<file path="src/sv/mer_pkg.sv">
// Package for the Manchester edge-timed receiver.
// Holds the phase type, the flag and reciprocal constants, and the structs passed between blocks.
// No dependencies.
package mer_pkg;

    // Receive phases
    typedef enum logic [2:0] {
        PH_IDLE     = 3'd0,
        PH_PREAMBLE = 3'd1,
        PH_FLAG     = 3'd2,
        PH_RECEIVE  = 3'd3
    } t_phase;

    localparam logic [7:0]  FLAG_PATTERN  = 8'h7E;
    // Index of the seventh counted preamble edge (count runs from zero)
    localparam logic [2:0]  PREAMBLE_LAST = 3'd6;
    localparam logic [3:0]  BITS_PER_BYTE = 4'd8;
    localparam logic [3:0]  FLAG_HOLD     = 4'd7;

    // Reciprocals for exact unsigned 32-bit division by 7 and by 5
    localparam logic [31:0] RECIP_7 = 32'h2492_4925;
    localparam logic [31:0] RECIP_5 = 32'hCCCC_CCCD;

    // One line edge
    typedef struct packed {
        logic        edge_rising;
        logic [31:0] now_us;
    } t_edge;

    // One result
    typedef struct packed {
        logic [7:0] data_byte;
        logic       frame_end;
    } t_result;

    // Threshold computation request from the core
    typedef struct packed {
        logic        start;
        logic [31:0] sum;
    } t_thr_req;

    // Threshold unit status back to the core and top level
    typedef struct packed {
        logic        busy;
        logic [31:0] threshold;
    } t_thr_stat;

endpackage

</file>
<file path="src/sv/mer_out_fifo.sv">
// Two-entry result queue between the core and the output channel.
// Lets the core take a new request while a result waits. Depends on mer_pkg.
module mer_out_fifo
    import mer_pkg::*;
(
    input  logic    i_clk,
    input  logic    i_rst_n,
    input  logic    i_push,
    input  t_result i_data,
    output logic    o_full,
    output logic    o_valid,
    input  logic    i_ready,
    output t_result o_data
);

    t_result    r_mem [0:1];
    logic       r_wr_ptr;
    logic       r_rd_ptr;
    logic [1:0] r_count;
    logic       pop;

    assign pop     = o_valid && i_ready;
    assign o_valid = (r_count != 2'd0);
    assign o_full  = (r_count == 2'd2);
    assign o_data  = r_mem[r_rd_ptr];

    // Pointers and occupancy
    always_ff @(posedge i_clk) begin
        if (!i_rst_n) begin
            r_wr_ptr <= 1'b0;
            r_rd_ptr <= 1'b0;
            r_count  <= 2'd0;
        end else begin
            if (i_push) begin
                r_wr_ptr <= ~r_wr_ptr;
            end
            if (pop) begin
                r_rd_ptr <= ~r_rd_ptr;
            end
            unique case ({i_push, pop})
                2'b10:   r_count <= r_count + 2'd1;
                2'b01:   r_count <= r_count - 2'd1;
                default: r_count <= r_count;
            endcase
        end
    end

    // Storage
    always_ff @(posedge i_clk) begin
        if (i_push) begin
            r_mem[r_wr_ptr] <= i_data;
        end
    end

    a_no_overflow: assert property (@(posedge i_clk) disable iff (!i_rst_n)
        o_full |-> !i_push)
        else $error("result pushed into a full queue");

endmodule

</file>
<file path="config.mk">
export PLATFORM = sky130hd
export DESIGN_NAME = mer_out_fifo
export DESIGN_NICKNAME = d
export VERILOG_FILES = /design/src/sv/mer_pkg.sv /design/src/sv/mer_out_fifo.sv
export SDC_FILE = /design/constraint.sdc
export NUM_CORES = 1
export LEC_CHECK = 0
export ABC_AREA = 1
export BUFFER_PORTS_ARGS = -buffer_cell sky130_fd_sc_hd__buf_2
export CORE_ASPECT_RATIO = 1.4
export CORE_UTILIZATION = 35
export CTS_BUF_LIST = sky130_fd_sc_hd__clkbuf_4 sky130_fd_sc_hd__clkbuf_8
export DETAILED_ROUTE_END_ITERATION = 16
export SYNTH_ARGS = -nofsm -noshare
export SYNTH_HDL_FRONTEND = slang
export SYNTH_SLANG_ARGS = --single-unit
export TNS_END_PERCENT = 10
</file>
<file path="constraint.sdc">
create_clock -name i_clk -period 1.4 [get_ports i_clk]
set_input_delay 0.42 -clock i_clk [delete_from_list [all_inputs] [get_ports i_clk]]
set_output_delay 0.42 -clock i_clk [all_outputs]
set_load 0.01 [all_outputs]
</file>
Yosys cells after proc, flatten, opt, wreduce, memory -nomap -nowiden

Memory sizes are Yosys's and may differ from the RTL's. A register that Yosys moved wholly into a read port is not among the register bits.
Index checks and enable logic that the tools add are counted.

Bits in registers: 4
Bits in latches: 0
RAM bits: 18
Memory bits (read-only): 0
Memories kept: 1

Memories:

| name  | depth | width | rd ports | clocked after memory_dff | wr ports | RTL line           | source |
|---|---|---|---|---|---|---|---|
| r_mem | 2     | 9     | 1        | 1                        | 1        | mer_out_fifo.sv:16 | `t_result r_mem [0:1];` |

Add/sub/neg operators: 2
Multipliers: 0
Divide/modulo/power cells: 0
Order comparisons: 0
Eq/ne operators: 3
Shifts and indexed selects: 0
Mux-type cells: 5
Bitwise gates (word level): 2
Reductions and logical operators: 3

Operators by type and width:

| cell                  | count |
|---|---|
| $eq A2 B2 Y1 const B  | 2 |
| $mux W1               | 4 |
| $pmux W2 S2           | 1 |
| $reduce_bool A2 Y1    | 2 |
| $add A2 B1 Y2 const B | 1 |
| $eq A2 B1 Y1 const B  | 1 |
| $not A1 Y1            | 2 |
| $sub A2 B1 Y2 const B | 1 |
| $logic_and A1 B1 Y1   | 1 |

Logic depth before layout (Yosys ltp)

Gate-level depths: netlist of run 1.

Word-level depth: 4
Mapped depth: 7
Gate-level depth less buffers: 7

Worst setup path before layout of run 1

No wires, ideal clock.

Path kind: in2reg
Start: input i_push
End: memory r_mem[0][0] (netlist name) (enable)
Data arrival time: 864 ps
Setup slack: 162 ps
Stages: 2
Buffers on the path: 0
Cell sequence: inv_1 -> nor2_1

Longest elaborated chain between the ends: 2

RTL lines:

| item                          | RTL line           | source |
|---|---|---|
| start, declared               | mer_out_fifo.sv:8  | `input logic i_push,` |
| $mux W1                       | mer_out_fifo.sv:50 | `if (i_push) begin` |
| $mux W1 (not written as such) | mer_out_fifo.sv:51 | `r_mem[r_wr_ptr] <= i_data;` |
| end, declared                 | mer_out_fifo.sv:16 |  |

Every way passes these cells.

==> results of run 1 <==
-- through the flow --
stage               setup WS (ns)  hold slack, ns  setup TNS, ns  utilization, %
global route               -0.296           0.272          -2.67            49.8
detailed placement         0.0123           0.492              0            45.7
floorplan                   0.162           0.471              0               -
global placement           0.0541           0.487              0            45.7
finish                     -0.242           0.300          -2.13            49.8
CTS                        -0.256           0.291          -2.26            49.3
-- cell usage after synthesis --
master                     number  area (sq um)
sky130_fd_sc_hd__a21oi_1        1          5.00
sky130_fd_sc_hd__dfxtp_1        5           100
sky130_fd_sc_hd__nand2_1        7          26.3
sky130_fd_sc_hd__inv_1          5          18.8
sky130_fd_sc_hd__buf_6          1          11.3
sky130_fd_sc_hd__o21ai_0        1          5.00
sky130_fd_sc_hd__nand4_1        1          6.26
sky130_fd_sc_hd__nor2_1        11          41.3
sky130_fd_sc_hd__mux2_4         9           135
sky130_fd_sc_hd__edfxtp_1      18           541
sky130_fd_sc_hd__ha_1           1          12.5
sky130_fd_sc_hd__o21a_1         1          7.51
sky130_fd_sc_hd__inv_2          1          3.75
sky130_fd_sc_hd__nand2_4        1          11.3
sky130_fd_sc_hd__nand3_2        1          10.0
-- critical path, delay by kind of cell (launching register included) --
kind     cells  cell delay [ns]
mux          1             0.31
flops        1             0.36
buf+inv      2             0.25
-- layout make-up --
class	count	area share, %
well taps	34	3.46
flip-flops and latches	23	52.3
inverters	6	1.83
repair buffers	26	17.8
clock buffers	4	2.44
multi-input cells	34	22.2
-- state kept, by name (all words and copies together) (netlist names), named ones only --
register,cells
r_count,2
r_rd_ptr,1
r_mem,18
r_wr_ptr,1
-- per-layer routing --
| metal | up-vias | track usage [%] | wire [microns] |
|---|---|---|---|
| li1 | 280 | - | - |
| met2 | 18 | 20.0 | 744 |
| met5 | - | 0 | 0 |
| met3 | 2 | 2.58 | 82 |
| met1 | 251 | 8.55 | 523 |
| met4 | 0 | 5.68 | 7 |
-- worst paths after layout --
kind | from | to | slack (ns)
hold / removal | i_data[4] | r_mem[1][4]$_DFFE_PP_ | 0.30
setup / recovery | flip-flop | o_data[4] | -0.24
setup reg to reg | r_count[1]$_SDFFE_PN0P_ | r_count[1]$_SDFFE_PN0P_ | 0.14
hold reg to reg | r_wr_ptr$_SDFFE_PN0P_ | r_wr_ptr$_SDFFE_PN0P_ | 0.51
-- timing repair --
item	4_1_cts	5_1_grt
endpoints found under the hold margin	0	0
setup buffers	0	0
gates resized for setup	12	2
setup endpoints to repair	11	12
-- power breakdown --
group | leakage, nW | switching, mW | total (mW) | internal (mW)
clock network | 0.0184 | 0.181 | 0.311 | 0.130
logic | 0.287 | 0.147 | 0.340 | 0.193
registers | 0.211 | 0.0273 | 0.818 | 0.790
-- cell families after synthesis --
group           after synthesis
flops                        23
compound gates                3
simple gates                 21
buf+inv                       7
fa+ha+maj                     1
mux                           9
==> results.toml, run 1 <==
[status]
outcome = "finished with violations"
failed_checks = "negative setup slack"

[sta]
timing_worst_slew_pin_value_ns = 0.128
fmaxAchievable_ghz = 0.609
post-route-period-util_pct = 117
timing.clock.skew_ns = 0.00668
fin_ws_ns = -0.242
maxSlewViolCount = 0
slew_headroom_pct = 91.4
hold_violations = 0
setup_repair_after_global_routing_missed_its_margin = "true"
post-route-min-period_ns = 1.64
timing.final.setup_violations = 9

[clocking]
number_of_sinks_driven_by_the_clock_tree = 23
post_cts_hold_buffer_count = 0
cts-buffers-inserted = 3
h-tree-depth = 1
clkLatencyLatePin_ns = 0.30
cts_tree = "yes"
clockBufferDepth = 2
cts.reportedPaths.clkPinSlew_ns = 0.12
root_buffer = "sky130_fd_sc_hd__clkbuf_4"

[synth]
mappedNetlistNets = 78
synthAdderAreaFrac_pct = 1.34
synth_seq_area_share_pct = 68.5
synthesis.yosys.warnings = 0
synth.cell_area_sq_um = 935
post_synth_and_or_nand_nor_area_fraction_pct = 10.2
syn_inst = 64
synth_compound_area_share_pct = 1.87
synthXorXnorAreaFrac_pct = 0
yosys_register_bits = 23
synth.area.mux_share_pct = 14.5
largest_family_of_logic_cells_by_synthesized_area = "multiplexers"
synth_cell_type_count = 15
avgSynthCellArea_sq_um = 14.6

[finish]
nets = 108
finalNonFillerCells = 127
most_common_cell_after_layout_fill_and_taps_aside = "sky130_fd_sc_hd__edfxtp_1"
multiInputGateArea_sq_um = 273
commonest_cells_after_routing_fill_and_taps_aside = "sky130_fd_sc_hd__edfxtp_1, sky130_fd_sc_hd__buf_2, sky130_fd_sc_hd__nor2_1"
layout.filler_cells = 238
seqCellArea_sq_um = 644
fin_area_sq_um = 1230
flow.area_growth_from_synthesis_pct = 31.7
post_route_cells_drive_above_1_share_pct = 50.5
n_antenna_cell = 0

[drt]
detail_route.vias_per_cell = 4.34
detail_route.drc_violations = 0
detailedRoute.firstIterationViolations = 20
routed_wirelength_microns = 1360
drt_pass1_iterations = 2
routed_wire_length_per_instance_microns = 10.7
vias = 551
route.antenna.remaining_nets = 0

[place]
place.port_buffers = 23
dpl-instance-area_sq_um = 1130
place_congestion = 0.621
placed_cells = 123
dp.final_hpwl_microns = 1030

[pwr]
vdd_drop_max_v = 0.000646
powerDensity_nw_per_um2 = 1190
fin_total_pwr_mw = 1.47
power.static_leakage_nw = 0.517

[worst_setup_path]
worst-setup-path-type = "flip-flop to primary output"
setup.worst_path.start_class = "flip-flop"
end_kind = "primary output"
timing.critical_path.required_ns = 0.98
maximum_fanout_count_along_the_critical_path = 9
critPathMaxStageDelay_ns = 0.36
slowest_stage = "sky130_fd_sc_hd__dfxtp_2"
timing.reg2reg.worst_path_depth = 7
arrival_ns = 1.22
cp_cell_sequence = "buf_12 > mux2_4 > buf_6"

[die]
row_count = 21
design.portCount = 24
die_width_microns = 45.7
fp.dieH_microns = 63.1
design.core.area_sq_um = 2470
die_area_sq_um = 2880
initial_utilization_pct = 37.8

[grt]
grt_pass1_vias = 557
pin_count_of_the_biggest_net_entering_global_routing = 13
grt_first_pass_wirelength_microns = 2130
grtUsageTotal_pct = 10.4
grt_remaining_overflow = 0
initial_antenna_violation_count = 0

[hold_path]
holdPathStages = 1
hold_path.class = "input pin to flip-flop"

[flow_run]
max_cap_violations = 0
No activity file was read; power rests on OpenSTA's default activity.
==> run 2, diff against run 1 <==
CORE_ASPECT_RATIO = 0.9   (was 1.4)
CTS_BUF_LIST = sky130_fd_sc_hd__clkbuf_16   (was sky130_fd_sc_hd__clkbuf_4 sky130_fd_sc_hd__clkbuf_8)
==> results.toml, run 2 (same netlist as run 1, synthesis figures left out) <==
[status]
outcome = "finished with violations"
failed_checks = "negative setup slack"

[hold_path]
hold_path.class = "input pin to flip-flop"
whs_endpoint = "r_mem[0][1]$_DFFE_PP_"
hold_path.startpoint = "i_data[1]"
holdPathStages = 1

[pwr]
fin_total_pwr_mw = 1.75
vdd_drop_max_v = 0.00112
power.static_leakage_nw = 0.540
powerDensity_nw_per_um2 = 1390

[clocking]
root_buffer = "sky130_fd_sc_hd__clkbuf_16"
clkLatencyLatePin_ns = 0.25
post_cts_hold_buffer_count = 0
h-tree-depth = 1
postCtsSetupRepairBufs = 0
cts_tree = "yes"
cts.reportedPaths.clkPinSlew_ns = 0.06
number_of_sinks_driven_by_the_clock_tree = 23
clockBufferDepth = 2
cts-buffers-inserted = 3

[place]
dpl-instance-area_sq_um = 1120
place.port_buffers = 23
worst_slack_at_placement_ns = 0.0184
dp.final_hpwl_microns = 1080
place_congestion = 0.726

[worst_setup_path]
rr_startpoint = "r_count[1]$_SDFFE_PN0P_"
worstReg2RegEnd = "r_count[1]$_SDFFE_PN0P_"
worst-setup-path-type = "flip-flop to primary output"
end_kind = "primary output"
arrival_ns = 1.15
ff2ff_setup_slack_ns = 0.14
setup.worst_path.start_class = "flip-flop"
maximum_fanout_count_along_the_critical_path = 9
timing.reg2reg.worst_path_depth = 7
timing.critical_path.required_ns = 0.98

[finish]
multiInputGateArea_sq_um = 260
seqCellArea_sq_um = 644
post_route_cells_drive_above_1_share_pct = 48.4
n_antenna_cell = 0
nets = 108
layout.filler_cells = 218
commonest_cells_after_routing_fill_and_taps_aside = "sky130_fd_sc_hd__edfxtp_1, sky130_fd_sc_hd__buf_2, sky130_fd_sc_hd__nor2_1"
max_flop_register = "r_mem"
largest_register_ffs = 18
largestRegisters = "r_mem: 18 flops, r_count: 2 flops"
most_common_cell_after_layout_fill_and_taps_aside = "sky130_fd_sc_hd__edfxtp_1"
flow.area_growth_from_synthesis_pct = 34.9
fin_area_sq_um = 1260

[drt]
detailedRoute.firstIterationViolations = 5
wl_met2_microns = 743
detail_route.vias_per_cell = 4.55
routed_wire_length_per_instance_microns = 11.6
route.antenna.remaining_nets = 0
route.met3.wl_microns = 90
highest_layer = "met3"
wirelength_met1_microns = 565
drt_pass1_iterations = 2
detail_route.drc_violations = 0
vias = 550
routed_wirelength_microns = 1400

[sta]
hold_violations = 0
post-route-min-period_ns = 1.57
fin_ws_ns = -0.171
setup_repair_after_global_routing_missed_its_margin = "true"
final.setup.tns_ns = -1.50
timing.final.setup_violations = 9
timing.clock.skew_ns = 0.000924
timing_worst_slew_pin_value_ns = 0.144
fmaxAchievable_ghz = 0.636
hold-worst-slack_ns = 0.356
maxSlewViolCount = 0
slew_headroom_pct = 90.3
post-route-period-util_pct = 112

[grt]
grt_first_pass_wirelength_microns = 2280
initial_antenna_violation_count = 0
pin_count_of_the_biggest_net_entering_global_routing = 14
grt_pass1_vias = 505
grtUsageTotal_pct = 10.6
grt_remaining_overflow = 0

[die]
design.core.area_sq_um = 2490
row_count = 17
initial_utilization_pct = 37.6
die_area_sq_um = 2880
design.portCount = 24
fp.dieH_microns = 51.0
die_width_microns = 56.5

[flow_run]
max_cap_violations = 0
run 2: changes by cell type in the layout (fill, tap and decap cells not counted), sizes merged:
cell | before | now
clkbuf | 4 | 3
clkinv | 0 | 1
run 2: report_power, final:
part | switching, mW | internal (mW)
clock | 0.217 | 0.383
combinational | 0.146 | 0.188
sequential | 0.0271 | 0.792
total | 0.390 | 1.36
run 2: how the worst max path moves through the flow:
stage               from                       to  slack [ns]  cells past startpoint
5_1_grt        flip-flop                o_data[5]       -0.21                      3
6_report       flip-flop                o_data[8]       -0.17                      3
3_5_place_dp     i_ready  r_count[1]$_SDFFE_PN0P_        0.02                      7
3_3_place_gp     i_ready  r_count[1]$_SDFFE_PN0P_        0.04                      8
4_1_cts        flip-flop                o_data[8]       -0.18                      3
2_1_floorplan     i_push    r_mem[0][0]$_DFFE_PP_        0.16                      2
run 2: worst max-delay path, stage by stage (launching register included):
cell and delay [ns]:
sky130_fd_sc_hd__dfxtp_2 0.34, sky130_fd_sc_hd__buf_12 0.14, sky130_fd_sc_hd__mux2_4 0.31, sky130_fd_sc_hd__buf_6 0.12
run 2: metal layers:
metal  vias up  GRT usage, %
met5         -             0
met4         0          1.22
met2        18          19.2
met1       252          11.8
met3         0          4.81
li1        280             -
run 2: what timing repair did:
| action | in CTS | in global routing |
|---|---|---|
| setup endpoints to repair | 9 | 12 |
| gates resized for setup | 10 | 2 |
| gates cloned | 0 | 0 |
run 2: per-stage QoR:
stage / instances / utilization [%]
after global routing: 121 / 50.7
after global placement: 117 / 45.0
after CTS: 121 / 50.6
final: 121 / 50.7
after detailed placement: 117 / 45.0
after floorplan: 64 / -
run 2: final cells by class:
| class | count | share of cell area [%] |
|---|---|---|
| Multi-Input combinational cell | 34 | 20.6 |
| Sequential cell | 23 | 51.1 |
| Timing Repair Buffer | 26 | 17.4 |
| Inverter | 6 | 1.79 |
| Clock inverter | 1 | 0.397 |
| Clock buffer | 3 | 5.95 |
| Tap cell | 28 | 2.78 |
