<file path="config.mk">
export PLATFORM = sky130hd
export DESIGN_NAME = mer_core
export DESIGN_NICKNAME = d
export VERILOG_FILES = /design/src/sv/mer_pkg.sv /design/src/sv/mer_core.sv
export SDC_FILE = /design/constraint.sdc
export NUM_CORES = 1
export LEC_CHECK = 0
export ABC_AREA = 1
export BUFFER_PORTS_ARGS = -buffer_cell sky130_fd_sc_hd__buf_4
export CORE_ASPECT_RATIO = 1.75
export CORE_MARGIN = 1.5
export CORE_UTILIZATION = 45
export DETAILED_ROUTE_END_ITERATION = 8
export GPL_TIMING_DRIVEN = 0
export PLACE_DENSITY = 0.73
export SETUP_SLACK_MARGIN = 0.4
export SYNTH_ARGS = -nofsm -noshare
export SYNTH_HDL_FRONTEND = slang
export SYNTH_SLANG_ARGS = --single-unit
</file>
<file path="constraint.sdc">
create_clock -name i_clk -period 14.55 [get_ports i_clk]
set_clock_uncertainty 0.05 [all_clocks]
set_input_delay 2.1825 -clock i_clk [delete_from_list [all_inputs] [get_ports i_clk]]
set_output_delay 2.1825 -clock i_clk [all_outputs]
set_load 0.02 [all_outputs]
</file>
<file path="src/sv/mer_pkg.sv">
// Package for the Manchester edge-timed receiver.
// Holds the phase type, the flag and reciprocal constants, and the structs passed between blocks.
// No dependencies.
package mer_pkg;

    // Receive phases
    typedef enum logic [2:0] {
        PH_IDLE     = 3'd0,
        PH_PREAMBLE = 3'd1,
        PH_FLAG     = 3'd2,
        PH_RECEIVE  = 3'd3
    } t_phase;

    localparam logic [7:0]  FLAG_PATTERN  = 8'h7E;
    // Index of the seventh counted preamble edge (count runs from zero)
    localparam logic [2:0]  PREAMBLE_LAST = 3'd6;
    localparam logic [3:0]  BITS_PER_BYTE = 4'd8;
    localparam logic [3:0]  FLAG_HOLD     = 4'd7;

    // Reciprocals for exact unsigned 32-bit division by 7 and by 5
    localparam logic [31:0] RECIP_7 = 32'h2492_4925;
    localparam logic [31:0] RECIP_5 = 32'hCCCC_CCCD;

    // One line edge
    typedef struct packed {
        logic        edge_rising;
        logic [31:0] now_us;
    } t_edge;

    // One result
    typedef struct packed {
        logic [7:0] data_byte;
        logic       frame_end;
    } t_result;

    // Threshold computation request from the core
    typedef struct packed {
        logic        start;
        logic [31:0] sum;
    } t_thr_req;

    // Threshold unit status back to the core and top level
    typedef struct packed {
        logic        busy;
        logic [31:0] threshold;
    } t_thr_stat;

endpackage

</file>
<file path="src/sv/mer_core.sv">
// Receiver core: phase control, preamble timing, flag hunt and byte assembly.
// Each accepted edge computes all next state combinationally, registered together. Depends on mer_pkg.
module mer_core
    import mer_pkg::*;
(
    input  logic      i_clk,
    input  logic      i_rst_n,
    input  logic      i_accept,
    input  t_edge     i_item,
    input  t_thr_stat i_thr,
    output t_thr_req  o_thr_req,
    output logic      o_res_valid,
    output t_result   o_res
);

    t_phase      r_phase, n_phase;
    logic [31:0] r_interval_sum, n_interval_sum;
    logic [2:0]  r_preamble_edges, n_preamble_edges;
    logic [31:0] r_last_edge_time, n_last_edge_time;
    logic [7:0]  r_flag_window, n_flag_window;
    logic [3:0]  r_flag_bits, n_flag_bits;
    logic [7:0]  r_byte_window, n_byte_window;
    logic [3:0]  r_byte_bits, n_byte_bits;

    logic        bit_val;
    logic [31:0] delta;
    logic [31:0] sum_add;
    logic        in_preamble;
    logic        preamble_done;
    logic        bit_taken;
    logic        flag_shift;
    logic [7:0]  flag_sh;
    logic [3:0]  flag_inc;
    logic        flag_full;
    logic        flag_match;
    logic [7:0]  byte_sh;
    logic [3:0]  byte_inc;
    logic        byte_done;
    logic        closing;

    // Shared decode of the accepted edge
    always_comb begin
        bit_val       = ~i_item.edge_rising;
        delta         = i_item.now_us - r_last_edge_time;
        sum_add       = r_interval_sum + delta;
        in_preamble   = i_accept && (r_phase == PH_PREAMBLE);
        preamble_done = in_preamble && (r_preamble_edges == PREAMBLE_LAST);
        bit_taken     = i_accept && ((r_phase == PH_FLAG) || (r_phase == PH_RECEIVE))
                        && (delta > i_thr.threshold);
        // The last preamble edge is the first flag bit, into a cleared window
        flag_shift    = preamble_done || (bit_taken && (r_phase == PH_FLAG));
        flag_sh       = preamble_done ? {7'd0, bit_val} : {r_flag_window[6:0], bit_val};
        flag_inc      = r_flag_bits + 4'd1;
        flag_full     = (flag_inc == BITS_PER_BYTE);
        flag_match    = flag_full && (flag_sh == FLAG_PATTERN);
        byte_sh       = {r_byte_window[6:0], bit_val};
        byte_inc      = r_byte_bits + 4'd1;
        byte_done     = bit_taken && (r_phase == PH_RECEIVE) && (byte_inc == BITS_PER_BYTE);
        closing       = byte_done && (byte_sh == FLAG_PATTERN);
    end

    // Next phase
    always_comb begin
        n_phase = r_phase;
        if (i_accept) begin
            unique case (r_phase)
                PH_PREAMBLE: begin
                    if (preamble_done) begin
                        n_phase = flag_match ? PH_RECEIVE : PH_FLAG;
                    end
                end
                PH_FLAG: begin
                    if (flag_shift && flag_match) begin
                        n_phase = PH_RECEIVE;
                    end
                end
                PH_RECEIVE: begin
                    if (closing) begin
                        n_phase = PH_IDLE;
                    end
                end
                default: begin
                    if (!i_item.edge_rising) begin
                        n_phase = PH_PREAMBLE;
                    end
                end
            endcase
        end
    end

    // Next timing and shift state
    always_comb begin
        n_interval_sum   = r_interval_sum;
        n_preamble_edges = r_preamble_edges;
        n_last_edge_time = r_last_edge_time;
        n_flag_window    = r_flag_window;
        n_flag_bits      = r_flag_bits;
        n_byte_window    = r_byte_window;
        n_byte_bits      = r_byte_bits;

        // Start of preamble from idle on a falling edge
        if (i_accept && (r_phase != PH_PREAMBLE) && (r_phase != PH_FLAG)
            && (r_phase != PH_RECEIVE) && !i_item.edge_rising) begin
            n_interval_sum   = '0;
            n_preamble_edges = '0;
            n_last_edge_time = i_item.now_us;
        end

        // Preamble interval accumulation
        if (in_preamble) begin
            n_interval_sum   = sum_add;
            n_last_edge_time = i_item.now_us;
            n_preamble_edges = preamble_done ? 3'd0 : r_preamble_edges + 3'd1;
        end

        if (bit_taken) begin
            n_last_edge_time = i_item.now_us;
        end

        // Sliding flag window
        if (flag_shift) begin
            n_flag_window = flag_sh;
            n_flag_bits   = (flag_full && !flag_match) ? FLAG_HOLD : flag_inc;
        end

        // Byte assembly
        if (bit_taken && (r_phase == PH_RECEIVE)) begin
            n_byte_window = byte_sh;
            n_byte_bits   = byte_done ? 4'd0 : byte_inc;
        end

        // Closing flag returns everything to the reset state
        if (closing) begin
            n_interval_sum   = '0;
            n_preamble_edges = '0;
            n_last_edge_time = '0;
            n_flag_window    = '0;
            n_flag_bits      = '0;
            n_byte_window    = '0;
            n_byte_bits      = '0;
        end
    end

    // Result and threshold request
    always_comb begin
        o_res_valid     = byte_done;
        o_res.frame_end = closing;
        o_res.data_byte = closing ? 8'd0 : byte_sh;
        o_thr_req.start = preamble_done;
        o_thr_req.sum   = sum_add;
    end

    always_ff @(posedge i_clk) begin
        if (!i_rst_n) begin
            r_phase          <= PH_IDLE;
            r_interval_sum   <= '0;
            r_preamble_edges <= '0;
            r_last_edge_time <= '0;
            r_flag_window    <= '0;
            r_flag_bits      <= '0;
            r_byte_window    <= '0;
            r_byte_bits      <= '0;
        end else begin
            r_phase          <= n_phase;
            r_interval_sum   <= n_interval_sum;
            r_preamble_edges <= n_preamble_edges;
            r_last_edge_time <= n_last_edge_time;
            r_flag_window    <= n_flag_window;
            r_flag_bits      <= n_flag_bits;
            r_byte_window    <= n_byte_window;
            r_byte_bits      <= n_byte_bits;
        end
    end

    // While hunting, the flag bit count saturates below a full byte
    a_flag_bits_held: assert property (@(posedge i_clk) disable iff (!i_rst_n)
        (r_phase == PH_FLAG) |-> (r_flag_bits <= FLAG_HOLD))
        else $error("flag bit count ran past seven while hunting");

    // A request never lands while the threshold is still being worked out
    a_no_edge_while_busy: assert property (@(posedge i_clk) disable iff (!i_rst_n)
        preamble_done |=> i_thr.busy && !i_accept)
        else $error("edge taken before the bit threshold was ready");

endmodule

</file>
== After elaboration in Yosys (flattened, before gate mapping) ==
Cells that the tools add are included.

* Add/subtract/negate cells: 5
* $mul: 0
* Divide/modulo/power cells: 0
* Magnitude comparators: 1
* Eq/ne operators: 15
* Shift-type cells: 0
* Mux-type cells: 18
* Bitwise operators: 2
* Reduce and logical (&&, ||, !) cells: 23

{| class="wikitable"
|+ Operators by type and width
! operator !! number
|-
| two-way mux 32 bit || 5
|-
| adder 32 bit || 1
|-
| greater-than comparator 32 bit || 1
|-
| subtractor 32 bit || 1
|-
| two-way mux 3 bit || 7
|-
| == test 8 x 7 -> 1 bit, second input constant || 2
|-
| two-way mux 8 bit || 2
|-
| logical AND 1 bit || 15
|-
| one-hot mux 3 bit (3 select lines) || 1
|-
| adder 4 x 1 -> 4 bit, second input constant || 2
|-
| == test 4 bit, second input constant || 2
|-
| two-way mux 4 bit || 2
|-
| == test 3 x 2 -> 1 bit, second input constant || 2
|-
| != test 3 x 2 -> 1 bit, second input constant || 2
|-
| AND reduction 5 bit || 1
|-
| != test 2 bit, second input constant || 2
|-
| != test 4 x 1 -> 1 bit, second input constant || 1
|-
| adder 3 x 1 -> 3 bit, second input constant || 1
|-
| == test 3 x 1 -> 1 bit, second input constant || 1
|-
| == test 3 bit, second input constant || 1
|-
| != test 3 x 1 -> 1 bit, second input constant || 1
|-
| nonzero test 3 bit || 1
|-
| zero test 1 bit || 2
|-
| logical OR 1 bit || 2
|-
| other kinds (5) || 6
|}

* Bits in registers: 92
* Bits in latches: 0
* Bits in writable memories: 0
* ROM bits: 0
* Input bits: 69
* Output and inout bits: 43
* Word-level logic and storage cells: 72
* Memories: 0

== Logic depth before layout (Yosys ltp) ==
Gate-level depths: netlist of run 1.

* Depth after elaboration: 9
* Mapped depth: 35
* Mapped depth without buffers: 35

== Worst setup path after synthesis of run 1 ==
Ideal clock, no wire load.

* Path kind: input to output
* Start point: input port i_item[0] (netlist name)
* End point: output port o_res[0] (netlist name)
* Arrival: 5.399 ns
* Data required time: 12.318 ns
* Setup slack: 6.918 ns
* Stages on the path: 25
* Path buffers: 1
* Path through: inv_1 -> ha_1 -> inv_1 -> fa_1 -> nand3_1 -> nand2_1 -> a21boi_2 -> o21bai_1 -> a31oi_1 -> o21bai_1 -> a21oi_1 -> xnor2_1 -> ha_1 -> nand2_1 -> nor2_1 -> nand2_1 -> inv_2 -> nand2_1 -> nor2_2 -> inv_2 -> nor2_1 -> nor2_2 -> nand4_4 -> nor2_1 -> buf_4

* Word-level cells in the longest chain between the ends: 6

{| class="wikitable"
|+ RTL lines
! element !! line !! text
|-
| from (decl) || mer_core.sv:9 || <nowiki>input t_edge i_item,</nowiki>
|-
| subtractor 32 bit || mer_core.sv:44 || <nowiki>delta = i_item.now_us - r_last_edge_time;</nowiki>
|-
| greater-than comparator 32 bit || mer_core.sv:49 || <nowiki>&& (delta > i_thr.threshold);</nowiki>
|-
| logical AND 1 bit || mer_core.sv:49 ||
|-
| logical AND 1 bit (2 in a row) || mer_core.sv:58 || <nowiki>byte_done = bit_taken && (r_phase == PH_RECEIVE) && (byte_inc == BITS_PER_BYTE);</nowiki>
|-
| logical AND 1 bit || mer_core.sv:59 || <nowiki>closing = byte_done && (byte_sh == FLAG_PATTERN);</nowiki>
|-
| to (decl) || mer_core.sv:13 || <nowiki>output t_result o_res</nowiki>
|}

Every way passes these cells.

== Worst setup path after layout of run 1 ==
Same ends and word-level chain as after synthesis.

==> results of run 1 <==
flip-flops by register name, summed over array words and instances (netlist names):
name / flops
r_byte_bits: 4
r_byte_window: 7
r_flag_bits: 4
r_flag_window: 7
r_interval_sum: 32
r_last_edge_time: 32
r_phase: 2
r_preamble_edges: 3
worst max-delay path: stages:
cell	delay, ns
buf_4	0.13
inv_1	0.05
ha_1	0.22
inv_1	0.09
fa_1	0.40
nand3_1	0.10
nand2_1	0.10
a21boi_2	0.28
o21bai_1	0.20
a31oi_1	0.29
o21bai_1	0.16
a21oi_1	0.19
xnor2_1	0.24
ha_1	0.31
nand2_1	0.06
nor2_1	0.04
nand2_1	0.07
inv_2	0.04
nand2_1	0.09
nor2_2	0.06
inv_2	0.04
nor2_1	0.05
nor2_2	0.25
nand4_4	0.21
nor2_1	0.37
buf_4	0.18
buf_4	0.13
cell type report:
cell class	instances	area share (%)
buffer	29	1.63
clock buffer	10	2.54
clock inverter	6	0.598
inverter	165	6.58
multi-input combinational	926	57.5
sequential	91	19.3
tap	231	3.07
timing repair buffer	110	8.77
Yosys cell counts (3+ instances only):
library cell    n  area share [%]
nor4_1          5            0.39
nor3_1         11            0.69
xor2_1         37             4.0
ha_1          102              16
inv_1         161             7.5
a21oi_2        10             1.1
nand2_1       308              14
o21bai_1        9            0.84
nor2_1         85             4.0
and2_1          9            0.70
a21oi_1       161              10
o21ai_1         3            0.19
buf_2          18             1.1
dfxtp_1        91              23
or2_2           4            0.31
a21o_1         12             1.1
a31oi_1         4            0.31
nand4_1         7            0.55
xnor2_1        18             2.0
clkbuf_1        7            0.33
o21ai_0        28             1.8
nand3_1        76             4.8
inv_2           3            0.14
a21boi_0        4            0.38
worst paths after layout:
kind,endpoint,slack (ns),cells past startpoint
worst min register to register,r_interval_sum[15],0.42,2
worst max-delay path,o_res[0],5.79,27
worst min-delay path,r_interval_sum[15],0.42,2
worst max register to register,r_last_edge_time[30],9.78,25
per-layer routing:
layer  GRT usage [%]  wire length, um  share of wire (%)
met1            24.2             8530                 37
met2            48.2            12400                 54
met3            3.37              831                3.6
met4            12.4             1110                4.9
met5               0                0                  0
cells by family after synthesis:
kind of cell             Yosys count  share of synthesized area (%)
buffers and inverters            194                           9.66
adder cells (fa/ha/maj)          104                           16.4
AO/OA/AOI/OAI                    248                           17.6
AND/OR/NAND/NOR                  519                           27.5
flip-flops                        91                           22.8
XOR/XNOR                          55                           6.02
stage by stage:
stage / setup WS, ns / cells / power [mW] / cell area, um2 / utilization [%]
floorplan: 6.92 / 1211 / 0.931 / 8010 / -
global placement: 5.82 / 1552 / 1.19 / 9120 / 52.3
detailed placement: 5.76 / 1552 / 1.21 / 9120 / 52.3
CTS: 5.75 / 1568 / 1.45 / 9420 / 53.9
global route: 5.49 / 1568 / 1.56 / 9420 / 53.9
finish: 5.79 / 1568 / 1.44 / 9420 / 53.9
power breakdown:
part           switching [mW]  internal, mW  leakage, nW  total, mW
Combinational           0.569         0.338         3.57      0.907
Sequential             0.0178         0.279        0.739      0.297
Clock                   0.115         0.124        0.143      0.240
Total                   0.702         0.742         4.45       1.44
==> flow_summary.ini, run 1 <==
[cts]
cts_setup_buffers = 0
htreeDepth = 3
cts_tree = built
clock_sinks = 91
numCtsBuffers = 9
clkTransAtPathRegs_ns = 0.07
clock_latency_ns = 0.36
holdBufCountCts = 0
clk_root_buffer_cell = clkbuf_16
cts_buffer_depth = 2
post_cts_resize_count = 0

[timing]
fmax_ghz = 0.114
period_needed_ns = 8.76
finalMaxSlewViolations = 0
holdWs_ns = 0.421
rsz0062_at_grt = no
period_share_pct = 60.2
finalSetupViolCount = 0
tns_ns = 0
slew_headroom_pct = 52.1
finalHoldViolCount = 0
worst_pin_slew_ns = 0.718

[run]
drv_cap = 0

[yosys]
synth_edf_count = 0
synth_fp_nets = 1384
synth-seq-area-share_pct = 22.8
syn_avg_cell_area_um2 = 6.61
ys_warn_count = 0
ys_types = 52
syn-cell-area_mm2 = 0.00801
syn-instance-count = 1211
synthFlopType = dfxtp_1
synth-seq-cells = 91
synth-async-reset-ratio_pct = 0

[layout]
antennaDiodeCount = 0
seq_area_mm2 = 0.00182
nets = 1505
multi_input_area_mm2 = 0.00541
final.fill_count = 1829
drive_above_1_share_pct = 13.5
final_cell_mix = nand2_1 (308), a21oi_1 (161), inv_1 (161)
final_common_cell = nand2_1
synthToLayoutAreaGrowth_pct = 17.6

[status]
outcome = finished clean

[critical_path]
worstSetupPathType = in2out
critPathMaxFanout = 7
worstReg2RegStart = r_last_edge_time[0]
critPathArrivalTime_ns = 6.53
worst_setup_path_end_kind = output pin
startpoint_type = input pin
worstPathRequired_ns = 12.32
crit_path_start = i_item[0]

[floorplan]
start_util_pct = 45.9
die_area_mm2 = 0.0186
chipWidth_um = 104
rows = 64
core_mm2 = 0.0175
ios = 112
die_h_um = 179

[global_route]
antenna_found_initial = 0
grt_usage_pct = 24.4
grt_pass1_vias = 8091
grt_max_degree = 18
grt_pass1_wl_mm = 36.7
overflow = 0

[route]
wl_mm = 22.9
post_drt_wl_per_cell_um = 14.6
first_pass_iters = 5
ant_nets = 0
post_drt_via_cell_ratio = 5.18
drt_iter0_drc = 240
post-route-drc-count = 0
vias = 8115

[placement]
portBuffers = 110
place_congestion = 0.920
dpl.hpwl_mm = 19.2

[pwr]
p_leak_nw = 4.45
ir_drop_uv = 69.3
p_per_area_mw_per_mm2 = 153

[hold_path]
min_path_type = reg2reg
worst_hold_startpoint = r_interval_sum[15]
(Power assumes the default switching activity.)
==> run 2, diff against run 1 <==
--- a/config.mk
+++ b/config.mk
@@ -5,7 +5,7 @@
 export SDC_FILE = /design/constraint.sdc
 export NUM_CORES = 1
 export LEC_CHECK = 0
-export ABC_AREA = 1
+export ABC_AREA = 0
 export BUFFER_PORTS_ARGS = -buffer_cell sky130_fd_sc_hd__buf_4
 export CORE_ASPECT_RATIO = 1.75
 export CORE_MARGIN = 1.5
==> constraint.sdc (replaced) <==
create_clock -name i_clk -period 9.13 [get_ports i_clk]
set_clock_uncertainty 0.05 [all_clocks]
set_input_delay 1.3695 -clock i_clk [delete_from_list [all_inputs] [get_ports i_clk]]
set_output_delay 1.3695 -clock i_clk [all_outputs]
set_load 0.02 [all_outputs]
==> run 2 against run 1 <==
Routed wire length shrank 18%. Hold slack gained 0.016 ns. Global-route usage down 2.5 points. Combinational power fell by 24%. Core utilization up 0.50 points. First-iteration DRC count rose by 29%. Critical endpoint is now o_thr_req[31].
==> flow_summary.ini, run 2 <==
[yosys]
synth-async-reset-ratio_pct = 0
yosys.cell_count.top_type = nor2_1
synth_top_area_cell = dfxtp_1
synth-seq-area-share_pct = 24.4
ys_warn_count = 0
syn-instance-count = 909
synth_fp_nets = 1082
synthFlopType = dfxtp_1
syn-cell-area_mm2 = 0.00746
ys_types = 59
synth-seq-cells = 91
synth.area.top_cells = dfxtp_1 (24%), ha_1 (17%), mux2i_1 (6.7%), nor2_1 (5.7%), a21oi_1 (4.9%)
synth.top_cells.by_count = nor2_1 (113), ha_1 (102), dfxtp_1 (91)
synth_top_area_share_pct = 24.4
syn_avg_cell_area_um2 = 8.21
synth_edf_count = 0

[floorplan]
die_h_um = 173
start_util_pct = 45.8
rows = 62
core_mm2 = 0.0163
ios = 112
die_area_mm2 = 0.0174
chipWidth_um = 100

[critical_path]
critPathMaxFanout = 5
critPathArrivalTime_ns = 6.92
worst_setup_path_end_kind = output pin
worstSetupPathType = in2out
startpoint_type = input pin
worstPathRequired_ns = 7.71

[cts]
clkTransAtPathRegs_ns = 0.07
holdBufCountCts = 0
clock_sinks = 91
cts_tree = built
cts_buffer_depth = 2
clock_latency_ns = 0.35
htreeDepth = 3
numCtsBuffers = 9
clk_root_buffer_cell = clkbuf_16
cts_setup_buffers = 0

[layout]
synthToLayoutAreaGrowth_pct = 18.9
top_regs = r_interval_sum: 32 flops, r_last_edge_time: 32 flops
final_cell_mix = nor2_1 (113), buf_4 (111), ha_1 (102)
final.fill_count = 1589
final_common_cell = nor2_1
fin_util_pct = 54.4
nets = 1202
drive_above_1_share_pct = 14.4
fin_cells = 1226
antennaDiodeCount = 0

[hold_path]
min_path_type = reg2reg

[route]
post-route-drc-count = 0
vias = 6831
first_pass_iters = 5
post_drt_via_cell_ratio = 5.57
ant_nets = 0
post_drt_wl_per_cell_um = 15.3
drt_iter0_drc = 309
wl_mm = 18.7

[global_route]
grt_max_degree = 17
grt_usage_pct = 21.9
overflow = 0
grt_pass1_wl_mm = 30.6
grt_pass1_vias = 6827
antenna_found_initial = 0

[timing]
tns_ns = 0
finalMaxSlewViolations = 0
period_needed_ns = 8.34
rsz0062_at_grt = no
fmax_ghz = 0.120
worst_pin_slew_ns = 0.950
finalHoldViolCount = 0
period_share_pct = 91.4
finalSetupViolCount = 0
worst_slack_ns = 0.789
slew_headroom_pct = 36.6

[placement]
pre_cts_slack_ns = 0.336
dpl.hpwl_mm = 14.9
place_congestion = 0.898
place_inst = 1210
portBuffers = 109

[pwr]
clkPwrFrac_pct = 27.4
p_per_area_mw_per_mm2 = 173
p_leak_nw = 4.22
seqPwrFrac_pct = 27.8
swShare_pct = 38.2
ir_drop_uv = 117
internal_power_mw = 0.945
p_switching_mw = 0.585
power_frac_comb_pct = 44.9

[status]
outcome = finished clean

[run]
drv_cap = 0
[run 2: stage by stage]
step	area, um2	hold slack [ns]	power (mW)
6_report	8870	0.437	1.53
5_1_grt	8870	0.454	1.62
4_1_cts	8850	0.435	1.53
3_5_place_dp	8520	0.418	1.11
3_3_place_gp	8520	0.419	1.10
2_1_floorplan	7460	0.399	0.906
[run 2: worst max-delay path, stage by stage]
cell	delay (ns)
buf_4	0.11
inv_1	0.05
ha_1	0.15
inv_1	0.05
fa_1	0.40
a21o_1	0.18
a21oi_1	0.23
o21bai_1	0.09
a21oi_1	0.23
a21oi_1	0.14
a41o_1	0.35
a221oi_4	0.37
nand2b_1	0.10
a21oi_1	0.20
xnor2_1	0.20
ha_1	0.35
a211o_1	0.33
a41oi_1	0.27
a21oi_1	0.17
nor3_1	0.33
o31ai_1	0.22
a311oi_2	0.36
xor3_1	0.33
xor2_1	0.18
buf_4	0.17
[run 2: cell type report]
class | instances | area (um2) | area share [%]
Multi-Input combinational cell | 707 | 5240 | 59.0
Sequential cell | 91 | 1820 | 20.5
Timing Repair Buffer | 109 | 818 | 9.23
Inverter | 84 | 315 | 3.55
Tap cell | 192 | 240 | 2.71
Clock buffer | 9 | 225 | 2.54
Buffer | 27 | 114 | 1.28
Clock inverter | 7 | 98.8 | 1.11
[run 2: path summary, 6_finish.rpt]
kind	startpoint	to	slack [ns]	depth (start not counted)
worst max-delay path	i_item[0]	o_thr_req[31]	0.79	25
worst min-delay path	r_flag_bits[3]	r_flag_bits[3]	0.44	2
worst max register to register	r_last_edge_time[0]	r_last_edge_time[31]	2.70	24
worst min register to register	r_flag_bits[3]	r_flag_bits[3]	0.44	2
[run 2: metal layers]
metal | global-route usage (%) | share of wire (%) | up-vias
met5 | 0 | 0 | -
met4 | 10.3 | 3.6 | 0
met3 | 2.18 | 4.0 | 40
met2 | 41.2 | 53 | 156
met1 | 23.9 | 39 | 3162
li1 | - | - | 3473
[run 2: repair_timing]
item                                    in CTS  in global routing
gates resized for setup                      1                  3
endpoints found under the hold margin        0                  0
endpoints found under the setup margin       1                  2
[run 2: cell families (layout without fill, tap and decap cells)]
group	count (synthesis)	count (layout)	share of synthesized area, %
and+or+nand+nor	257	257	16.2
AOI/OAI and AO/OA	235	235	21.9
adders and majority gates	104	104	17.6
muxes	51	51	6.86
buffers and inverters	111	236	5.73
DFF	91	91	24.4
xor gates and xnor gates	60	60	7.24
[run 2: power by group through the flow]
stage | registers [mW] | logic (mW) | clock network [mW]
global route | 0.427 | 0.757 | 0.438
CTS | 0.425 | 0.685 | 0.423
global placement | 0.433 | 0.669 | 0
floorplan | 0.431 | 0.474 | 0
finish | 0.425 | 0.687 | 0.419
detailed placement | 0.434 | 0.678 | 0
